### src/sptc_pkg.sv
// Shared types and constants of the sensor callback engine.
// No dependencies; every other file imports this package.
package sptc_pkg;

  // Operation codes on the input port
  typedef enum logic [1:0] {
    OP_WRITE      = 2'd0,
    OP_TICK       = 2'd1,
    OP_SET_PERIOD = 2'd2,
    OP_SET_THRESH = 2'd3
  } op_t;

  // Result kinds on the output port
  typedef enum logic [1:0] {
    KIND_PERIOD  = 2'd0,
    KIND_THRESH  = 2'd1,
    KIND_ACK     = 2'd2,
    KIND_INVALID = 2'd3
  } kind_t;

  // Stored threshold mode of a channel
  typedef enum logic [1:0] {
    MODE_OUTSIDE = 2'd0,
    MODE_INSIDE  = 2'd1,
    MODE_OFF     = 2'd2
  } mode_t;

  // Requested threshold mode codes; larger codes are invalid
  localparam logic [2:0] TM_OUTSIDE = 3'd0;
  localparam logic [2:0] TM_INSIDE  = 3'd1;
  localparam logic [2:0] TM_OFF     = 3'd2;
  localparam logic [2:0] TM_BELOW   = 3'd3;
  localparam logic [2:0] TM_ABOVE   = 3'd4;

  localparam logic [31:0] INT_MAX        = 32'h7FFF_FFFF;
  localparam logic [31:0] INT_NEG_MAX    = 32'h8000_0001;
  localparam logic [31:0] ALL_ONES       = 32'hFFFF_FFFF;
  localparam logic [31:0] DEBOUNCE_RESET = 32'd100;

  // Results per tick are capped
  localparam int          MAX_RESULTS = 8;
  localparam int          CNT_W       = 4;

  // Commands from the controller to the datapath
  typedef struct packed {
    logic write_sample;
    logic set_period;
    logic set_thresh;
    logic clear_count;
    logic calc;
    logic period_step;
    logic thresh_step;
    logic flush;
  } cmd_t;

endpackage

### src/sensor_period_threshold_callbacks.sv
// Top level of the sensor callback engine: controller plus datapath.
// Depends on sptc_pkg, sptc_ctrl and sptc_dpath.
//
// Write-sample and setter beats never raise busy and may follow each other
// in every cycle; a setter's single result appears in the cycle after it
// is taken. A tick keeps busy high through a counter update state (if
// do_calculation) plus, with do_message, period checks over all channels,
// threshold checks over all channels and a closing state, as set by the
// channel walk of the controller, one channel per cycle and phase. Results
// come out as single-cycle strobes that cannot be held off; each callback
// of a tick is held until the next one is found or the closing state ends
// the walk, so the final one appears in the first cycle after busy falls,
// marked by last_of_run.
module sensor_period_threshold_callbacks #(
  parameter int NUM_CHANNELS = 4
) (
  input  logic               clk,
  input  logic               rst,
  input  logic               cfg_wr_en,
  input  logic [31:0]        cfg_wr_data,
  input  logic               start,
  input  logic [1:0]         operation,
  input  logic [1:0]         channel,
  input  logic signed [31:0] sample_or_low,
  input  logic signed [31:0] threshold_upper,
  input  logic [31:0]        period_ticks,
  input  logic [2:0]         threshold_mode,
  input  logic               do_calculation,
  input  logic               do_message,
  output logic               busy,
  output logic               result_strobe,
  output logic [1:0]         result_kind,
  output logic [1:0]         result_channel,
  output logic signed [31:0] result_value,
  output logic               last_of_run
);
  import sptc_pkg::*;

  localparam int IDX_W = (NUM_CHANNELS > 1) ? $clog2(NUM_CHANNELS) : 1;

  cmd_t             cmd;
  logic [IDX_W-1:0] idx;

  sptc_ctrl #(
    .NUM_CHANNELS (NUM_CHANNELS),
    .IDX_W        (IDX_W)
  ) u_ctrl (
    .clk            (clk),
    .rst            (rst),
    .start          (start),
    .operation      (operation),
    .do_calculation (do_calculation),
    .do_message     (do_message),
    .busy           (busy),
    .cmd            (cmd),
    .idx            (idx)
  );

  sptc_dpath #(
    .NUM_CHANNELS (NUM_CHANNELS),
    .IDX_W        (IDX_W)
  ) u_dpath (
    .clk             (clk),
    .rst             (rst),
    .cfg_wr_en       (cfg_wr_en),
    .cfg_wr_data     (cfg_wr_data),
    .cmd             (cmd),
    .idx             (idx),
    .channel         (channel),
    .sample_or_low   (sample_or_low),
    .threshold_upper (threshold_upper),
    .period_ticks    (period_ticks),
    .threshold_mode  (threshold_mode),
    .result_strobe   (result_strobe),
    .result_kind     (result_kind),
    .result_channel  (result_channel),
    .result_value    (result_value),
    .last_of_run     (last_of_run)
  );

endmodule

### src/sptc_ctrl.sv
// Controller of the sensor callback engine: decodes accepted beats and
// sequences the tick phases over the channels. Depends on sptc_pkg.
module sptc_ctrl #(
  parameter int NUM_CHANNELS = 4,
  parameter int IDX_W        = 2
) (
  input  logic               clk,
  input  logic               rst,
  input  logic               start,
  input  logic [1:0]         operation,
  input  logic               do_calculation,
  input  logic               do_message,
  output logic               busy,
  output sptc_pkg::cmd_t     cmd,
  output logic [IDX_W-1:0]   idx
);
  import sptc_pkg::*;

  typedef enum logic [4:0] {
    ST_IDLE  = 5'b00001,
    ST_CALC  = 5'b00010,
    ST_PER   = 5'b00100,
    ST_THR   = 5'b01000,
    ST_FLUSH = 5'b10000
  } state_t;

  localparam logic [IDX_W-1:0] LAST_IDX = IDX_W'(NUM_CHANNELS - 1);

  state_t           state, state_next;
  logic [IDX_W-1:0] idx_next;
  logic             msg_pending, msg_pending_next;
  logic             accept;
  op_t              op;

  assign op     = op_t'(operation);
  assign accept = start && (state == ST_IDLE);
  assign busy   = (state != ST_IDLE);

  // Decode commands
  always_comb begin
    cmd              = '0;
    cmd.write_sample = accept && (op == OP_WRITE);
    cmd.set_period   = accept && (op == OP_SET_PERIOD);
    cmd.set_thresh   = accept && (op == OP_SET_THRESH);
    cmd.clear_count  = accept && (op == OP_TICK);
    cmd.calc         = (state == ST_CALC);
    cmd.period_step  = (state == ST_PER);
    cmd.thresh_step  = (state == ST_THR);
    cmd.flush        = (state == ST_FLUSH);
  end

  // Advance through the tick phases
  always_comb begin
    state_next       = state;
    idx_next         = idx;
    msg_pending_next = msg_pending;
    unique case (state)
      ST_IDLE: begin
        if (accept && (op == OP_TICK)) begin
          idx_next         = '0;
          msg_pending_next = do_message;
          if (do_calculation) state_next = ST_CALC;
          else if (do_message) state_next = ST_PER;
        end
      end
      ST_CALC: begin
        state_next = msg_pending ? ST_PER : ST_IDLE;
      end
      ST_PER: begin
        if (idx == LAST_IDX) begin
          idx_next   = '0;
          state_next = ST_THR;
        end else begin
          idx_next = idx + 1'b1;
        end
      end
      ST_THR: begin
        if (idx == LAST_IDX) begin
          idx_next   = '0;
          state_next = ST_FLUSH;
        end else begin
          idx_next = idx + 1'b1;
        end
      end
      ST_FLUSH: begin
        state_next = ST_IDLE;
      end
      default: state_next = ST_IDLE;
    endcase
  end

  always_ff @(posedge clk) begin
    if (rst) begin
      state       <= ST_IDLE;
      idx         <= '0;
      msg_pending <= 1'b0;
    end else begin
      state       <= state_next;
      idx         <= idx_next;
      msg_pending <= msg_pending_next;
    end
  end

endmodule

### src/sptc_dpath.sv
// Datapath of the sensor callback engine: per-channel state, threshold
// tests, result hold stage and output registers. Depends on sptc_pkg.
module sptc_dpath #(
  parameter int NUM_CHANNELS = 4,
  parameter int IDX_W        = 2
) (
  input  logic               clk,
  input  logic               rst,
  input  logic               cfg_wr_en,
  input  logic [31:0]        cfg_wr_data,
  input  sptc_pkg::cmd_t     cmd,
  input  logic [IDX_W-1:0]   idx,
  input  logic [1:0]         channel,
  input  logic signed [31:0] sample_or_low,
  input  logic signed [31:0] threshold_upper,
  input  logic [31:0]        period_ticks,
  input  logic [2:0]         threshold_mode,
  output logic               result_strobe,
  output logic [1:0]         result_kind,
  output logic [1:0]         result_channel,
  output logic signed [31:0] result_value,
  output logic               last_of_run
);
  import sptc_pkg::*;

  logic [31:0] debounce_ticks;
  logic [31:0] sample_store   [NUM_CHANNELS];
  logic [31:0] last_reported  [NUM_CHANNELS];
  logic [31:0] period_setting [NUM_CHANNELS];
  logic [31:0] period_count   [NUM_CHANNELS];
  logic [31:0] debounce_count [NUM_CHANNELS];
  mode_t       active_mode    [NUM_CHANNELS];
  logic [31:0] bound_low      [NUM_CHANNELS];
  logic [31:0] bound_high     [NUM_CHANNELS];

  logic             valid_ch;
  logic [IDX_W-1:0] ch_idx;
  logic             mode_ok;
  logic             set_bad;
  mode_t            new_mode;
  logic [31:0]      new_low, new_high;

  logic [31:0]      cur_sample;
  logic             per_hit, thr_hit, room, emit;
  logic [CNT_W-1:0] count;

  logic             pend_valid;
  kind_t            pend_kind;
  logic [1:0]       pend_ch;
  logic [31:0]      pend_value;

  kind_t            out_kind;
  logic [1:0]       out_ch;
  logic [31:0]      out_value;

  assign valid_ch = (32'(channel) < 32'(NUM_CHANNELS));
  assign ch_idx   = IDX_W'(channel);
  assign mode_ok  = (threshold_mode <= TM_ABOVE);
  assign set_bad  = !valid_ch || (cmd.set_thresh && !mode_ok);

  // Map the requested threshold mode to a stored mode and bounds
  always_comb begin
    new_mode = MODE_OUTSIDE;
    new_low  = sample_or_low;
    new_high = threshold_upper;
    priority if (threshold_mode == TM_INSIDE) begin
      new_mode = MODE_INSIDE;
    end else if (threshold_mode == TM_OFF) begin
      new_mode = MODE_OFF;
    end else if (threshold_mode == TM_BELOW) begin
      new_high = INT_MAX;
    end else if (threshold_mode == TM_ABOVE) begin
      new_low  = INT_NEG_MAX;
      new_high = sample_or_low;
    end else begin
      new_mode = MODE_OUTSIDE;
    end
  end

  // Test the walked channel
  assign cur_sample = sample_store[idx];
  assign per_hit = (period_setting[idx] != '0) &&
                   (period_setting[idx] <= period_count[idx]) &&
                   (last_reported[idx] != cur_sample);
  always_comb begin
    thr_hit = 1'b0;
    if (active_mode[idx] == MODE_OUTSIDE) begin
      thr_hit = ($signed(cur_sample) < $signed(bound_low[idx])) ||
                ($signed(cur_sample) > $signed(bound_high[idx]));
    end else if (active_mode[idx] == MODE_INSIDE) begin
      thr_hit = ($signed(cur_sample) > $signed(bound_low[idx])) &&
                ($signed(cur_sample) < $signed(bound_high[idx]));
    end
    thr_hit = thr_hit && (debounce_count[idx] == debounce_ticks);
  end
  assign room = (count < CNT_W'(MAX_RESULTS));
  assign emit = room && ((cmd.period_step && per_hit) || (cmd.thresh_step && thr_hit));

  // Configuration register
  always_ff @(posedge clk) begin
    if (rst) begin
      debounce_ticks <= DEBOUNCE_RESET;
    end else if (cfg_wr_en) begin
      debounce_ticks <= cfg_wr_data;
    end
  end

  // Per-channel state
  always_ff @(posedge clk) begin
    if (rst) begin
      for (int i = 0; i < NUM_CHANNELS; i++) begin
        sample_store[i]   <= '0;
        last_reported[i]  <= ALL_ONES;
        period_setting[i] <= '0;
        period_count[i]   <= '0;
        debounce_count[i] <= '0;
        active_mode[i]    <= MODE_OFF;
        bound_low[i]      <= '0;
        bound_high[i]     <= '0;
      end
    end else begin
      if (cmd.write_sample && valid_ch) begin
        sample_store[ch_idx] <= sample_or_low;
      end
      if (cmd.set_period && valid_ch) begin
        period_setting[ch_idx] <= period_ticks;
      end
      if (cmd.set_thresh && !set_bad) begin
        active_mode[ch_idx]    <= new_mode;
        bound_low[ch_idx]      <= new_low;
        bound_high[ch_idx]     <= new_high;
        debounce_count[ch_idx] <= debounce_ticks;
      end
      // Advance all counters at once
      if (cmd.calc) begin
        for (int i = 0; i < NUM_CHANNELS; i++) begin
          if (period_count[i] != ALL_ONES) period_count[i] <= period_count[i] + 32'd1;
          if (debounce_count[i] != debounce_ticks) begin
            debounce_count[i] <= debounce_count[i] + 32'd1;
          end
        end
      end
      if (emit && cmd.period_step) begin
        period_count[idx]  <= '0;
        last_reported[idx] <= cur_sample;
      end
      if (emit && cmd.thresh_step) begin
        debounce_count[idx] <= '0;
      end
    end
  end

  // Hold the newest callback so the last one of a run can be marked
  always_ff @(posedge clk) begin
    if (rst) begin
      pend_valid    <= 1'b0;
      count         <= '0;
      result_strobe <= 1'b0;
      last_of_run   <= 1'b0;
    end else begin
      result_strobe <= cmd.set_period || cmd.set_thresh ||
                       ((emit || cmd.flush) && pend_valid);
      last_of_run   <= cmd.set_period || cmd.set_thresh || (cmd.flush && pend_valid);
      pend_valid    <= emit || (pend_valid && !cmd.flush);
      if (cmd.clear_count) count <= '0;
      else if (emit) count <= count + 1'b1;
    end
  end

  // Result payload
  always_ff @(posedge clk) begin
    if (cmd.set_period || cmd.set_thresh) begin
      out_kind  <= set_bad ? KIND_INVALID : KIND_ACK;
      out_ch    <= channel;
      out_value <= '0;
    end else if (emit || cmd.flush) begin
      out_kind  <= pend_kind;
      out_ch    <= pend_ch;
      out_value <= pend_value;
    end
    if (emit) begin
      pend_kind  <= cmd.period_step ? KIND_PERIOD : KIND_THRESH;
      pend_ch    <= 2'(idx);
      pend_value <= cur_sample;
    end
  end

  assign result_kind    = out_kind;
  assign result_channel = out_ch;
  assign result_value   = out_value;

endmodule

### config.mk
export PLATFORM = sky130hd
export DESIGN_NAME = sensor_period_threshold_callbacks
export DESIGN_NICKNAME = d
export VERILOG_FILES = /design/src/sptc_pkg.sv /design/src/sensor_period_threshold_callbacks.sv /design/src/sptc_ctrl.sv /design/src/sptc_dpath.sv
export SDC_FILE = /design/constraint.sdc
export NUM_CORES = 2
export LEC_CHECK = 0
export BUFFER_PORTS_ARGS = -buffer_cell sky130_fd_sc_hd__buf_2
export CAP_MARGIN = 20
export CORE_ASPECT_RATIO = 0.6
export CORE_MARGIN = 8
export CORE_UTILIZATION = 55
export CTS_CLUSTER_SIZE = 16
export DETAILED_ROUTE_END_ITERATION = 16
export PLACE_DENSITY_LB_ADDON = 0.08
export SLEW_MARGIN = 20
export SYNTH_ARGS = -nofsm -noshare
export SYNTH_HDL_FRONTEND = slang
export SYNTH_SLANG_ARGS = --single-unit
### constraint.sdc
create_clock -name clk -period 9.45 [get_ports clk]
set_input_delay 0.4725 -clock clk [delete_from_list [all_inputs] [get_ports clk]]
set_output_delay 0.4725 -clock clk [all_outputs]
set_load 0.05 [all_outputs]
==> impl_metrics.ini <==
[critical_path]
critPathKind = reg -> reg
ff2ff_setup_slack_ps = 3000
slowest_stage = mux4_2
arrival_ps = 6790
worstPathMaxFanout = 32
cp-end-kind = flip-flop
r2r_end = u_dpath.debounce_count[3][8]$_DFFE_PP_
rr_worst_depth = 13
cp_slowest_stage_delay_ps = 780
crit_top_cell = buf_4
cp_top_family = compound AO/OA/AOI/OAI gates
cp_data_required_time_ps = 9790
cp-start-kind = flip-flop
worst-path-buf-inv = 2
crit_chain = buf_4, mux4_2, ha_1, a41oi_1, o21ai_1, a221o_1, o31a_1, or4_1, a21o_1, a311oi_4, nor2_1, o41ai_2, buf_4

[logic_synthesis]
ys_ff_latch = 1024
yosys.area.top_type = edfxtp_1
ys.flop_type = edfxtp_1
synth_edf_count = 815
synth_area_leaders = edfxtp_1, mux4_2, dfxtp_1
synth_cells = 4292
synth_area_mm2 = 0.0515
ys_seq_area_share_pct = 55.6
ys_warn_count = 0
syn_area_per_cell_um2 = 12.0
yosysTopAreaCellShare_pct = 47.5
syn_nets = 4542
ys_types = 68
async_flop_share_pct = 0

[floorplan]
ios = 180
die_h_um = 253
fp.dieW_um = 411
coreArea_mm2 = 0.0934
dieArea_mm2 = 0.104
rows = 87
initial_core_util_pct = 55.2

[sta]
worst_pin_slew_ps = 1330
hold_slack_ps = 33.1
max-slew-margin-rel_pct = 10.7
setup_violations = 0
max_clock_freq_mhz = 155
worst_slack_ps = 3000
finalCriticalPeriod_ps = 6450
fin_skew_ps = 33.7
rsz0062_at_grt = false
finalCritPeriodShare_pct = 68.2
hold_viol_final = 0
fin_setup_tns_ps = 0
slew_violations = 0

[cts]
cts_setup_buffers = 0
clock_latency_ps = 710
clkTransAtPathRegs_ps = 60
cts_inserted_buffers = 97
root_buffer = clkbuf_16
clk_path_buf_depth = 3
tritoncts = yes
htreeDepth = 3
clock-sinks = 1024

[global_route]
grt_pass1_wl_um = 240000
grt_usage_pct = 31.3
grt.overflow.total = 0
grt_pass1_vias = 33600
grt_max_degree = 128
antenna_found_initial = 14

[hold_path]
hold_class = in -> reg
min-delay-start = cfg_wr_data[25]
hold_end = u_dpath.debounce_ticks[25]$_SDFFE_PP0P_
hold_depth = 3

[power_and_ir_drop]
power_leakage_nw = 20.6
total_power_mw = 10.4
power_density_mw_per_mm2 = 181
vdd_drop_max_mv = 0.155

[routing]
antenna_left = 0
drt-vias-per-instance = 6.35
dr.pass1.iters = 6
vias = 36600
avgRoutedWirePerCell_um = 28.9
drc_errors = 0
drt_iter0_markers = 5585
wl_um = 166000

[final_layout]
fin_util_pct = 61.5
layout_common_cells = edfxtp_1, nor2_1, nand2_1, xor2_1, mux4_2
num-nets-final = 4676
final_layout_size_suffix_gt1_share_pct = 15.1
area_growth_pct = 11.4
final_common_cell = edfxtp_1
fin_cells = 5760
fillers = 7397
fin_area_mm2 = 0.0574

[placement]
dp_cells = 5543
io_buffers = 179
dpl-instance-area_mm2 = 0.0539
gp_congestion = 1.05
dp_slack_ps = 3030
dpl.hpwl_um = 115000

[status]
status = finished clean

[job]
cap_viol_max_count = 0
## kinds of logic (layout without fill, tap and decap cells)
group | after synthesis | in the layout | synth area share [%]
compound gates | 309 | 309 | 3.68
xor+xnor | 426 | 426 | 7.24
fa+ha+maj | 109 | 109 | 2.65
buf+inv | 437 | 653 | 3.32
flops | 1024 | 1024 | 55.6
mux | 302 | 302 | 11.2
other cells | 0 | 6 | 0
simple gates | 1685 | 1685 | 16.3
## state kept, by name, indices dropped and copies added (netlist names), 32 cells and up, named ones only
name,flops
u_dpath.period_setting,128
u_dpath.result_value,32
u_dpath.pend_value,32
u_dpath.debounce_count,128
u_dpath.last_reported,128
u_dpath.sample_store,128
u_dpath.bound_high,128
u_dpath.debounce_ticks,32
u_dpath.period_count,128
u_dpath.bound_low,128
## worst max-delay path by stage
stage	to	slack (ps)	cells past startpoint
6_report	u_dpath.debounce_count[3][8]$_DFFE_PP_	3000	13
5_1_grt	u_dpath.debounce_count[1][8]$_DFFE_PP_	2690	13
4_1_cts	u_dpath.debounce_count[3][6]$_DFFE_PP_	3010	13
3_5_place_dp	u_dpath.debounce_count[3][6]$_DFFE_PP_	3030	13
3_3_place_gp	u_dpath.debounce_count[3][3]$_DFFE_PP_	3140	13
2_1_floorplan	u_dpath.debounce_count[1][0]$_DFFE_PP_	290	19
## synthesized netlist by cell type (all sizes together), types with 4 or more instances
cell    instances
a21oi          46
or2            37
nand2         329
nand4          83
nand3b          5
nand3         101
edfxtp        815
and2          214
a21o           13
nor2          529
or4            35
o31a            4
o22ai          29
o21ai         136
and3          142
a211oi         32
xnor2         166
or3            72
mux2i          79
clkbuf        211
mux4          221
nor2b           9
nor4           50
a221oi          5
xor2          260
and4           33
nor3           30
ha            109
inv           178
a311o           4
o211ai          7
dfxtp         209
o31ai           6
buf            48
nand2b          9
a31oi           4
## layer usage
| layer | routed length [um] | vias up | global-route usage (%) |
|---|---|---|---|
| met4 | 3360 | 6 | 6.76 |
| met1 | 75700 | 18200 | 50.6 |
| met5 | 207 | - | 1.16 |
| met2 | 62100 | 2335 | 38.4 |
| li1 | - | 15800 | - |
| met3 | 25000 | 215 | 12.4 |
## timing repair
item,4_1_cts,5_1_grt
hold buffers,30,0
endpoints found under the hold margin,30,0
gates resized for setup,0,0
## final cells by class
cell class / count / area (um^2) / share of cell area (%)
inverter: 178 / 669 / 1.17
multi-input combinational: 2831 / 21500 / 37.4
clock buffer: 142 / 2820 / 4.92
clock inverter: 39 / 362 / 0.630
tap: 1246 / 1560 / 2.71
sequential: 1024 / 28700 / 49.9
timing repair buffer: 294 / 1870 / 3.26
antenna: 6 / 15.0 / 0.0261
## worst register-to-register path: stages, from the launching register on
cell and delay, ps:
dfxtp_4 680, buf_4 620, mux4_2 800, ha_1 410
a41oi_1 240, o21ai_1 130, a221o_1 360, o31a_1 340
or4_1 540, a21o_1 240, a311oi_4 560, nor2_1 330
o41ai_2 300, buf_4 520
## where the power goes
| part | total (mW) | switching, mW | leakage, nW | internal (mW) |
|---|---|---|---|---|
| combinational | 1.17 | 0.800 | 9.42 | 0.365 |
| sequential | 5.22 | 0.163 | 9.60 | 5.05 |
| clock | 3.99 | 1.78 | 1.55 | 2.21 |
| total | 10.4 | 2.74 | 20.6 | 7.63 |
Power figures use the tool's default switching activity.
